===== config.mk =====
export PLATFORM = sky130hd
export DESIGN_NAME = bcd_digit_alu
export DESIGN_NICKNAME = d
export VERILOG_FILES = /design/src/sv/bda_pkg.sv /design/src/sv/bda_dabble.sv /design/src/sv/bda_core.sv /design/src/sv/bcd_digit_alu.sv
export SDC_FILE = /design/constraint.sdc
export NUM_CORES = 1
export LEC_CHECK = 0
export BUFFER_PORTS_ARGS = -buffer_cell sky130_fd_sc_hd__buf_2
export CORE_ASPECT_RATIO = 0.7
export CORE_MARGIN = 5
export CORE_UTILIZATION = 50
export DETAILED_ROUTE_END_ITERATION = 10
export PLACE_DENSITY = 0.7
export SLEW_MARGIN = 20
export SYNTH_ARGS = -nofsm -noshare
export SYNTH_HDL_FRONTEND = slang
export SYNTH_HIERARCHICAL = 1
export SYNTH_SLANG_ARGS = --single-unit

===== constraint.sdc =====
create_clock -name clk -period 21.3 [get_ports clk]
set_clock_uncertainty 0.15 [all_clocks]
set_input_delay 1.065 -clock clk [delete_from_list [all_inputs] [get_ports clk]]
set_output_delay 1.065 -clock clk [all_outputs]
set_load 0.05 [all_outputs]

===== src/sv/bda_pkg.sv =====
// ----------------------------------------------------------------------------
// bda_pkg
// Item types and operation codes shared by the BCD digit ALU modules.
// ----------------------------------------------------------------------------
package bda_pkg;

    // Operation codes carried in the mode field.
    localparam logic [2:0] MODE_BCD_ADD = 3'd0;
    localparam logic [2:0] MODE_BCD_SUB = 3'd1;
    localparam logic [2:0] MODE_BCD_MUL = 3'd2;
    localparam logic [2:0] MODE_EXP_ADD = 3'd3;
    localparam logic [2:0] MODE_EXP_SUB = 3'd4;

    // Excess-128 bias applied to exponent sums and differences.
    localparam logic [7:0] EXP_BIAS = 8'd128;

    // Largest value that is still a single decimal digit.
    localparam logic [4:0] DIGIT_MAX = 5'd9;

    typedef struct packed {
        logic [2:0] mode;
        logic [7:0] operand_a;
        logic [7:0] operand_b;
        logic       carry_in;
    } op_item_t;

    typedef struct packed {
        logic [7:0] result;
        logic       flag_out;
    } res_item_t;

endpackage


===== src/sv/bda_dabble.sv =====
// ----------------------------------------------------------------------------
// bda_dabble
// Binary to two-digit packed BCD conversion by double dabble.
// ----------------------------------------------------------------------------
module bda_dabble
(
    input  logic [7:0] bin,
    output logic [7:0] bcd
);

    logic [15:0] acc;

    // Eight shift steps; each BCD nibble of five or more gets +3 (4-bit wrap)
    // before the shift. The hundreds digit falls off the top, so a value of
    // 100 or more comes out as its remainder modulo 100.
    always_comb
    begin
        acc = {8'd0, bin};
        for (int i = 0; i < 8; i++)
        begin
            if (acc[11:8] >= 4'd5)
            begin
                acc[11:8] = acc[11:8] + 4'd3;
            end
            if (acc[15:12] >= 4'd5)
            begin
                acc[15:12] = acc[15:12] + 4'd3;
            end
            acc = {acc[14:0], 1'b0};
        end
    end

    assign bcd = acc[15:8];

endmodule


===== src/sv/bda_core.sv =====
// ----------------------------------------------------------------------------
// bda_core
// Combinational datapath: BCD add, subtract and multiply, and exponent
// add and subtract.
// ----------------------------------------------------------------------------
module bda_core
    import bda_pkg::*;
(
    input  op_item_t  op,
    output res_item_t res
);

    logic [3:0] a_dig;
    logic [3:0] b_dig;
    logic [4:0] add_sum;
    logic [4:0] add_adj;
    logic       add_carry;
    logic [5:0] sub_diff;
    logic [5:0] sub_adj;
    logic       sub_borrow;
    logic [7:0] mul_bin;
    logic [7:0] mul_bcd;

    assign a_dig = op.operand_a[3:0];
    assign b_dig = op.operand_b[3:0];

    // Decimal add: correct by +6 when the binary sum passes nine.
    assign add_sum   = {1'b0, a_dig} + {1'b0, b_dig} + {4'd0, op.carry_in};
    assign add_carry = (add_sum > DIGIT_MAX);
    assign add_adj   = add_sum + 5'd6;

    // Decimal subtract, biased by 32 so bit 5 clear means a borrow.
    assign sub_diff   = 6'd32 + {2'd0, a_dig} - {2'd0, b_dig} - {5'd0, op.carry_in};
    assign sub_borrow = ~sub_diff[5];
    assign sub_adj    = sub_diff + 6'd10;

    // A 4 by 4 product never exceeds eight bits.
    assign mul_bin = {4'd0, a_dig} * {4'd0, b_dig};

    bda_dabble u_dabble
    (
        .bin (mul_bin),
        .bcd (mul_bcd)
    );

    always_comb
    begin
        res.result   = 8'd0;
        res.flag_out = 1'b0;
        case (op.mode)
            MODE_BCD_ADD:
            begin
                res.result   = {4'd0, (add_carry ? add_adj[3:0] : add_sum[3:0])};
                res.flag_out = add_carry;
            end
            MODE_BCD_SUB:
            begin
                res.result   = {4'd0, (sub_borrow ? sub_adj[3:0] : sub_diff[3:0])};
                res.flag_out = sub_borrow;
            end
            MODE_BCD_MUL:
            begin
                res.result = mul_bcd;
            end
            MODE_EXP_ADD:
            begin
                res.result = op.operand_a + op.operand_b + EXP_BIAS;
            end
            MODE_EXP_SUB:
            begin
                res.result = op.operand_a - op.operand_b + EXP_BIAS;
            end
            default:
            begin
                res.result   = 8'd0;
                res.flag_out = 1'b0;
            end
        endcase
    end

endmodule


===== src/sv/bcd_digit_alu.sv =====
// ----------------------------------------------------------------------------
// bcd_digit_alu
// Calculator ALU for BCD digits and excess-128 exponents.
// ----------------------------------------------------------------------------
// The block takes one operation item per cycle while op_stall is low and
// returns exactly one result item for it, in order. An accepted item lands
// in the input register, passes through the combinational datapath (a 4 by
// 4 multiplier followed by an eight-step double dabble is the longest path)
// and is caught in the result register, which loads whenever it is empty
// or being read out; the result is offered from there. The sustained rate
// is one item per cycle as long as res_stall stays low and op_valid high.
// The two registers form a two-deep pipeline: a new item is accepted while a
// finished result waits, and op_stall rises only when both registers hold
// items and res_stall is high. BCD modes use only the low nibble of each
// operand; add and subtract return one digit with the carry or borrow in
// flag_out, multiply returns the product modulo 100 as two packed digits,
// and the exponent modes wrap modulo 256 with flag_out low. Codes five to
// seven return zero. The block has no configuration and no other state.
// ----------------------------------------------------------------------------
module bcd_digit_alu
    import bda_pkg::*;
(
    input  logic      clk,
    input  logic      rst_n,
    input  logic      op_valid,
    output logic      op_stall,
    input  op_item_t  op,
    output logic      res_valid,
    input  logic      res_stall,
    output res_item_t res
);

    logic      s1_valid_reg;
    logic      s1_valid_next;
    op_item_t  s1_item_reg;
    logic      res_valid_reg;
    logic      res_valid_next;
    res_item_t res_item_reg;
    res_item_t core_res;
    logic      res_advance;
    logic      s1_advance;
    logic      op_take;

    // The result register can load when it is empty or being read out.
    assign res_advance = ~res_valid_reg | ~res_stall;
    // The input register can load when it is empty or moving forward.
    assign s1_advance  = ~s1_valid_reg | res_advance;
    assign op_stall    = ~s1_advance;
    assign op_take     = op_valid & s1_advance;

    assign s1_valid_next  = s1_advance ? op_valid : s1_valid_reg;
    assign res_valid_next = res_advance ? s1_valid_reg : res_valid_reg;

    bda_core u_core
    (
        .op  (s1_item_reg),
        .res (core_res)
    );

    always_ff @(posedge clk or negedge rst_n)
    begin
        if (!rst_n)
        begin
            s1_valid_reg  <= 1'b0;
            res_valid_reg <= 1'b0;
        end
        else
        begin
            s1_valid_reg  <= s1_valid_next;
            res_valid_reg <= res_valid_next;
        end
    end

    // Payload registers load only with a valid item moving in.
    always_ff @(posedge clk)
    begin
        if (op_take)
        begin
            s1_item_reg <= op;
        end
        if (res_advance && s1_valid_reg)
        begin
            res_item_reg <= core_res;
        end
    end

    assign res_valid = res_valid_reg;
    assign res       = res_item_reg;

    // The input side is held back only when both stages are full.
    a_stall_full: assert property (@(posedge clk) disable iff (!rst_n)
        op_stall |-> (s1_valid_reg && res_valid_reg && res_stall))
        else $error("op_stall raised with room in the pipeline");

    // An accepted item is in the input register on the next cycle.
    a_take_lands: assert property (@(posedge clk) disable iff (!rst_n)
        (op_valid && !op_stall) |=> s1_valid_reg)
        else $error("accepted item did not reach the input register");

    // An item in the input register with an open output is offered next.
    a_s1_moves: assert property (@(posedge clk) disable iff (!rst_n)
        (s1_valid_reg && res_advance) |=> res_valid)
        else $error("item in the input register was lost");

endmodule


### Yosys cells after proc, flatten, opt, wreduce, memory -nomap -nowiden

Index checks and enable logic that the tools add are counted.

* $mul: 1
* equal/unequal tests: 4
* divide/modulo/power cells: 0
* $add $sub $neg: 18
* bitwise operators: 8
* mux-type cells: 11
* reduce and logical (&&, ||, !) cells: 2
* shift operators: 0
* $lt $le $gt $ge: 8

Operators with widths (count)
* one-hot mux 8 bit (5 select lines): 1
* 2-to-1 mux 4 bit: 7
* greater-or-equal comparator 4 x 3 -> 1 bit, second input constant: 5
* adder 4 x 2 -> 4 bit, second input constant: 4
* adder 8 bit, second input constant: 2
* adder 8 bit: 1
* multiplier 4 x 4 -> 8 bit: 1
* subtractor 8 bit: 1
* adder 3 x 2 -> 3 bit, second input constant: 2
* adder 6 x 4 -> 6 bit, first input constant: 1
* equality test 3 x 2 -> 1 bit, second input constant: 2
* greater-or-equal comparator 3 bit, second input constant: 2
* 2-to-1 mux 3 bit: 2
* subtractor 6 x 1 -> 6 bit: 1
* subtractor 6 x 4 -> 6 bit: 1
* adder 4 x 4 -> 5 bit: 1
* adder 5 x 1 -> 5 bit: 1
* > comparator 5 x 4 -> 1 bit, second input constant: 1
* inverter 1 bit: 5
* adder 3 x 2 -> 4 bit, second input constant: 1
* adder 4 x 3 -> 4 bit, second input constant: 1
* adder 4 bit, second input constant: 1
* equality test 3 x 1 -> 1 bit, second input constant: 1
* equality test 3 bit, second input constant: 1
* 5 further kinds: 6

* logic and storage cells: 60
* RAM bits: 0
* bits in latches: 0
* input bits: 24
* bits in read-only memories: 0
* register bits after elaboration: 31
* memories: 0
* output and inout bits: 11

### Longest topological paths before layout

Gate-level depths: netlist of the first run.

* word-level depth: 12
* gate-level depth with buffers: 34
* mapped depth without buffers: 34

### Modules after synthesis

The synthesis of the first run kept the hierarchy.

By module, submodules not included
* bda_core: cells each 230, sequential area each 0.0 µm², area each 1869.3 µm², instances 1
* bcd_digit_alu: cells each 37, sequential area each 920.9 µm², area each 963.4 µm², instances 1
* bda_dabble: cells each 137, sequential area each 0.0 µm², area each 935.9 µm², instances 1

### Least setup slack after synthesis of the first run

No wires, ideal clock.

* kind: reg-to-reg
* start point: register s1_item_reg[10] (netlist name)
* end point: register res_item_reg (netlist bit res[6]), data pin
* stages on the path, launching flop included: 33
* data required time: 20.884 ns
* arrival: 6.562 ns
* library setup time: 0.266 ns
* clock period less this slack: 6.978 ns
* path buffers: 0
* slack: 14.322 ns
* cells stage by stage: edfxtp_1 nand2_1 fa_1 fa_1 inv_1 fa_1 a21oi_1 nor2_1 nor2_1 xnor2_1 inv_1 ha_1 o21ai_0 mux2_2 ha_1 nand2b_1 o2111ai_2 nand2_1 xnor2_2 inv_1 ha_1 nand2b_1 a31oi_4 mux2i_1 o21ai_2 xor2_2 inv_1 ha_1 nand2b_1 a21boi_0 xor2_1 mux2i_1 o22ai_1

RTL lines
* start, declared: RTL line bcd_digit_alu.sv:35 `op_item_t s1_item_reg;`
* start signal, assigned: RTL line bcd_digit_alu.sv:79 `s1_item_reg <= op;`
* end signal, assigned: RTL line bcd_digit_alu.sv:83 `res_item_reg <= core_res;`
* end, declared: RTL line bcd_digit_alu.sv:38 `res_item_t res_item_reg;`

==> key figures, run 1 <==
Run status
  – Status: completed

Clocking
  – CTS buffer count: 5
  – H-tree levels: 2
  – Worst-skew pair later-pin latency: 0.28 ns
  – Post-CTS Setup Repair Bufs: 0
  – Clk buf depth: 2
  – Cts repair resizes: 0
  – CTS sink cnt: 31
  – Hold-fix buffers, CTS: 0
  – CTS root buf: clkbuf_8
  – TritonCTS clock tree: yes
  – CTS clk-pin slew, worst paths: ~0.07 ns

Routing
  – 1st-iter DRT viols: about 120
  – Via Count: between 2,000 and 3,000
  – Met2 WL: between 3000 and 4000 µm
  – Max layer used: met4
  – Final WL: slightly below 8000 µm
  – Routed len/inst: around 15 µm
  – Pre-antenna DRT Iters: 5
  – DR DRC count: 0
  – Vias per cell: between 5 and 6
  – Remaining antenna violation count after routing: 0
  – Wl on met1: between 3000 and 4000 µm
  – WL met3: around 550 µm

Yosys
  – Post-synthesis cell area: 3770 µm²
  – Post-synth EDFFs: 29
  – Post-synthesis async set-or-reset flop share: 0.0645
  – Post-synth top area cell: edfxtp_1
  – Post-synth top flop: edfxtp_1
  – Yosys warnings: 6
  – Syn_nets: slightly below 500
  – Register area share after synthesis: 0.244
  – Number of synthesized register bits: 31
  – Post-synth top area share: 0.231
  – Most area-consuming cells after synthesis: edfxtp_1, ha_1, fa_1
  – Post-Synthesis Cells: between 400 and 500
  – Post-synth cell types: 70
  – Avg Cell Area, Syn: slightly above 9 µm²

GRT
  – Initial antenna violation count: 0
  – Largest net degree at the start of global routing: 21
  – Overall global routing resource usage: 0.174
  – First-pass GRT wire length: roughly 13,000 µm
  – Vias in the first global route: approximately 2,800
  – Grt ovf: 0

Floorplan
  – I/O pin count: 35
  – Die Y: 82.6 µm
  – Area of the core: between 7000 and 8000 µm²
  – Row count: 26
  – Die area: around 9400 µm²
  – Die W: ~110 µm
  – Initial core utilization: 0.515

Pwr
  – PD cells: approximately 100 nW/µm²
  – Worst-case vdd ir drop: ~48 µV
  – Leak Pwr: roughly 1.9 nW

Timing
  – Slew Limit Fails: 0
  – Max-slew headroom: 0.402
  – Minimum clock period: roughly 8 ns
  – Tightest Pin Transition: between 0.8 and 0.9 ns
  – RSZ-0062 raised after global routing: false
  – Crit share post-route: 0.366
  – Setup TNS: 0 ns
  – Endpoints failing setup: 0
  – Final hold violation count: 0
  – Highest clock rate: approximately 0.13 GHz

Layout
  – Area growth, synth to finish: 9.83%
  – Filler cell count: between 600 and 700
  – Layout cells sized above 1: 0.151
  – Nets: about 530
  – # diodes: 0
  – Flip-flop and latch area: 921 µm²
  – Final core area utilization: 0.565
  – Largest register FFs: 20
  – Footprint of the multi-input gates: 2640 µm²

Worst setup path
  – Cell family with most CP delay: adder cells
  – WS Path Type: flip-flop to flip-flop
  – Crit path launch: s1_item_reg[10]
  – Worst Path Buf+Inv: 4
  – Req. time, crit path: around 21 ns
  – Crit-path max FO: 10
  – CP max-delay cell: edfxtp_1
  – RR Startpoint: s1_item_reg[10]
  – Crit. End Element: flip-flop
  – CP Data Arrival Time: between 7 and 8 ns
  – CP peak stage delay: roughly 0.60 ns
  – Kind of start point of the critical path: flip-flop

Placement
  – HPWL after DPL: 6600 µm
  – Routability cong.: ~0.9
  – Port bufs: 34

Worst hold path
  – Worst Min Path Start: s1_valid_reg
  – HP Class: flip-flop to flip-flop

Run
  – Max Cap Violations: 0
synthesized netlist by cell type, drive strengths merged, types with 7 or more instances:
| master | n |
|---|---|
| clkbuf | 8 |
| xor2 | 11 |
| nand2b | 7 |
| nor2 | 26 |
| a21oi | 16 |
| fa | 12 |
| nand2 | 28 |
| inv | 44 |
| o21ai | 26 |
| o22ai | 7 |
| a211oi | 7 |
| nor3 | 10 |
| mux2i | 12 |
| and2 | 9 |
| edfxtp | 29 |
| a21o | 8 |
| ha | 56 |
| xnor2 | 15 |
logic make-up (layout without fill, tap and decap cells):
| group | Yosys count | count (layout) | share of synthesized area |
|---|---|---|---|
| simple gates | 108 | 108 | 0.149 |
| compound gates | 101 | 101 | 0.195 |
| fa+ha+maj | 68 | 68 | 0.250 |
| buf+inv | 55 | 87 | 0.0564 |
| flops | 31 | 31 | 0.244 |
| xor+xnor | 26 | 26 | 0.0644 |
| mux | 15 | 15 | 0.0408 |
worst paths after layout:
path	to	slack (ns)	cells after the start
min in group asynchronous	s1_valid_reg	0.41	1
max in group asynchronous	res_valid	20.50	1
max	res[6]	13.50	32
min reg2reg	res_valid	0.36	1
min	res_valid	0.36	1
max reg2reg	res[6]	13.50	32
per-stage QoR:
stage | hold WS (ns) | setup WS [ns] | power [W] | cell area (µm²) | cells
2_1_floorplan | 0.317 | 14.32 | 0.000313 | 3770 | 404
3_3_place_gp | 0.327 | 13.85 | 0.000358 | 4020 | 526
3_5_place_dp | 0.352 | 13.53 | 0.000364 | 4020 | 526
4_1_cts | 0.368 | 13.52 | 0.000425 | 4140 | 534
5_1_grt | 0.401 | 12.88 | 0.000463 | 4140 | 534
6_report | 0.363 | 13.50 | 0.000425 | 4140 | 534
layer usage:
metal | up-vias | GRT usage
li1 | 1493 | -
met3 | 8 | 0.0328
met4 | 0 | 0.0204
met1 | 1401 | 0.262
met2 | 80 | 0.267
met5 | - | 0
final cells by class:
type / instances / share of cell area
multi-input combinational: 318 / 0.637
sequential: 31 / 0.222
timing repair buffer: 35 / 0.0429
inverter: 44 / 0.0399
tap: 98 / 0.0296
clock buffer: 6 / 0.0200
clock inverter: 2 / 0.00846
cell usage in the layout (no fill, tap or decap), types with 6 or more instances in the layout:
cell and n:
buf_2 34, edfxtp_1 29, xnor2_1 14, ha_1 56, inv_1 44, and2_1 9
a21o_1 7, clkbuf_8 6, xor2_1 10, mux2i_1 12, o21ai_0 20, nor3_1 10
nand2b_1 7, fa_1 12, nor2b_1 6, o22ai_1 7, nor2_1 26, nand2_1 27
a21oi_1 16
power breakdown:
| group | switching [W] | internal [W] |
|---|---|---|
| logic | 0.000169 | 0.000117 |
| clock network | 0.0000222 | 0.0000378 |
| registers | 0.00000452 | 0.0000746 |
| total | 0.000196 | 0.000229 |
(Power assumes the default switching activity.)
==> run 2, diff against run 1 <==
--- a/config.mk
+++ b/config.mk
@@ -5,12 +5,13 @@
 export SDC_FILE = /design/constraint.sdc
 export NUM_CORES = 1
 export LEC_CHECK = 0
+export ABC_AREA = 1
 export BUFFER_PORTS_ARGS = -buffer_cell sky130_fd_sc_hd__buf_2
 export CORE_ASPECT_RATIO = 0.7
 export CORE_MARGIN = 5
 export CORE_UTILIZATION = 50
 export DETAILED_ROUTE_END_ITERATION = 10
-export PLACE_DENSITY = 0.7
+export PLACE_DENSITY = 0.73
 export SLEW_MARGIN = 20
 export SYNTH_ARGS = -nofsm -noshare
 export SYNTH_HDL_FRONTEND = slang
==> constraint.sdc (replaced) <==
create_clock -name clk -period 6.9 [get_ports clk]
set_clock_uncertainty 0.15 [all_clocks]
set_input_delay 0.345 -clock clk [delete_from_list [all_inputs] [get_ports clk]]
set_output_delay 0.345 -clock clk [all_outputs]
set_load 0.05 [all_outputs]
==> run 2 against run 1 <==
Against the previous run: final cell count rose by 17%; critical path depth increased by 9; area after synthesis is 0.96% lower; sequential share of layout area is 0.93 points lower; wire length rose by 4.8%; cell area up 4.4%; hold slack worse by 0.28 ns; utilization increased by 2.7 points; total power grew to 3.2 times the previous value.
==> key figures, run 2 <==
Run status
  – Status: completed

Floorplan
  – Die area: between 9000 and 10,000 µm²
  – Area of the core: between 7000 and 8000 µm²
  – I/O pin count: 35
  – Initial core utilization: 0.512
  – Die W: about 110 µm
  – Die Y: a little over 80 µm
  – Row count: 26

Yosys
  – Post-synth top area cell: edfxtp_1
  – Dominant cell by count in the synthesized netlist: nand2_1
  – Syn_nets: about 560
  – Synth Area in Compound Gates: 0.0831
  – Post-synth cell types: 36
  – Avg Cell Area, Syn: between 7 and 8 µm²
  – Post-synthesis cell area: 3730 µm²
  – Adder-cell share of the synthesized area: 0.252
  – Number of synthesized register bits: 31
  – Post-Synthesis Cells: approximately 470
  – Mux contribution to synthesized area: 0
  – Post-synth top area share: 0.233
  – Post-synthesis simple-gate area fraction: 0.284
  – Most area-consuming cells after synthesis: edfxtp_1, ha_1, nand2_1
  – Post-synth top flop: edfxtp_1
  – Xor/xnor share of the synthesized area: 0.0302
  – Register area share after synthesis: 0.247
  – Post-synth EDFFs: 29
  – Synth top cells by count: nand2_1, inv_1, ha_1
  – Post-synthesis async set-or-reset flop share: 0.0645
  – Yosys warnings: 6
  – Main combinational cell family by area after synthesis: simple AND/OR/NAND/NOR gates

Worst setup path
  – WS Path Type: flip-flop to flip-flop
  – Crit-path max FO: 4
  – Kind of start point of the critical path: flip-flop
  – CP max-delay cell: edfxtp_1
  – Crit. End Element: flip-flop
  – Worst Path Buf+Inv: 8
  – Req. time, crit path: between 6 and 7 ns
  – Cell family with most CP delay: adder cells
  – CP Data Arrival Time: roughly 6.5 ns
  – Cell repeated most along the worst path: inv_1
  – CP peak stage delay: ~0.5 ns

Clocking
  – TritonCTS clock tree: yes
  – Worst-skew pair later-pin latency: roughly 0.28 ns
  – CTS buffer count: 5
  – H-tree levels: 2
  – CTS clk-pin slew, worst paths: around 0.07 ns
  – CTS sink cnt: 31
  – CTS root buf: clkbuf_8
  – Clk buf depth: 2

Routing
  – 1st-iter DRT viols: 200
  – Vias per cell: around 5.1
  – Final WL: ~8300 µm
  – Via Count: 3,194
  – DR DRC count: 0
  – Pre-antenna DRT Iters: 4
  – Routed len/inst: 13.3 µm
  – Remaining antenna violation count after routing: 0

Timing
  – Endpoints failing setup: 0
  – Highest clock rate: 0.152 GHz
  – Max-slew headroom: 0.468
  – Slew Limit Fails: 0
  – Tightest Pin Transition: 0.797 ns
  – Final hold violation count: 0
  – Minimum clock period: approximately 6.6 ns
  – Crit share post-route: 0.951

GRT
  – Busiest grt layer: met2
  – Met3 Track Usage GR: 0.0495
  – Grt ovf: 0
  – Initial antenna violation count: 0
  – First-pass GRT wire length: about 14,000 µm
  – GR Layer Usage met2: 0.290
  – Met1 usage: 0.252
  – Vias in the first global route: between 2,000 and 3,000
  – Overall global routing resource usage: 0.185
  – Largest net degree at the start of global routing: 21

Layout
  – Filler cell count: between 600 and 700
  – Largest register FFs: 20
  – Nets: 620
  – Final core area utilization: 0.593
  – Commonest cells after routing, fill and taps aside: nand2_1, inv_1, ha_1, nand3_1, buf_2
  – Most common cell after layout, fill and taps aside: nand2_1
  – Area growth, synth to finish: 15.8%
  – # diodes: 0
  – Layout cells sized above 1: 0.231

Pwr
  – PD cells: 312 nW/µm²
  – Leak Pwr: approximately 2.3 nW
  – Worst-case vdd ir drop: 310 µV
  – Final Power: roughly 0.0013 W

Worst hold path
  – HP Class: input port to flip-flop

Placement
  – HPWL after DPL: a little under 7000 µm
  – Routability cong.: 0.890
  – Port bufs: 34

Run
  – Max Cap Violations: 0
-- run 2: cell types whose count changed in the layout (fill, tap and decap cells not counted), sizes merged, moves of 9 or more --
cell,before,now
and2,9,0
nand3,5,51
nand2,28,131
o21ai,26,15
buf,35,49
mux2i,12,0
xnor2,15,3
nor2,26,15
inv,44,100
-- run 2: through the flow --
step | worst slack [ns] | TNS, ns | hold WS, ns | cell area [µm²] | std cells
floorplan | 0.498 | 0 | -0.101 | 3730 | 472
global placement | 0.359 | 0 | -0.0187 | 4040 | 606
detailed placement | -0.00354 | -0.00354 | -0.0182 | 4040 | 606
CTS | 0.0657 | 0 | 0.0737 | 4170 | 615
global route | -0.0633 | -0.0999 | 0.0712 | 4320 | 627
finish | 0.336 | 0 | 0.0858 | 4320 | 627
-- run 2: repair_timing --
action | CTS | global route
hold buffers | 1 | 0
gates resized for setup | 1 | 16
buffers inserted | 0 | 12
endpoints found under the hold margin | 2 | 0
pin swaps | 0 | 10
endpoints found under the setup margin | 1 | 6
-- run 2: power breakdown --
part           total (W)  switching, W  internal, W
clock           0.000176     0.0000703     0.000106
combinational   0.000929      0.000595     0.000335
sequential      0.000242     0.0000105     0.000232
-- run 2: kinds of logic (layout without fill, tap and decap cells) --
group / after synthesis / in the layout
buffers and inverters: 102 / 159
adder cells (fa/ha/maj): 68 / 68
flip-flops: 31 / 31
XOR/XNOR: 12 / 12
AND/OR/NAND/NOR: 213 / 213
AO/OA/AOI/OAI: 46 / 46
-- run 2: path summary, 6_finish.rpt --
path,to,cells past startpoint,from,slack [ns]
min in group asynchronous,s1_valid_reg,2,rst_n,0.24
setup reg to reg,res[7],41,s1_item_reg[2],0.34
hold reg to reg,res_valid,2,s1_valid_reg,0.37
setup / recovery,res[7],41,s1_item_reg[2],0.34
max in group asynchronous,res_valid,2,rst_n,6.27
hold / removal,s1_item_reg[6],1,op[6],0.09
-- run 2: worst register-to-register path, delay by kind of cell (launching register included) --
family / cells / cell delay, ns
xor gates and xnor gates: 3 / 0.60
and+or+nand+nor: 18 / 1.91
adders and majority gates: 10 / 2.27
AOI/OAI and AO/OA: 2 / 0.19
DFF: 1 / 0.49
buffers and inverters: 8 / 0.71
-- run 2: final cells by class --
class / count / area (µm²) / share of cell area
multi-input cells: 339 / 2490 / 0.577
flip-flops and latches: 31 / 921 / 0.213
inverters: 101 / 382 / 0.0883
repair buffers: 50 / 297 / 0.0686
well taps: 98 / 123 / 0.0284
clock buffers: 5 / 68.8 / 0.0159
clock inverters: 3 / 38.8 / 0.00898
-- run 2: metal layers --
metal	vias up	routed length (µm)
met5	-	0
met4	0	170
met3	16	602
met2	109	3570
met1	1451	3980
li1	1618	-
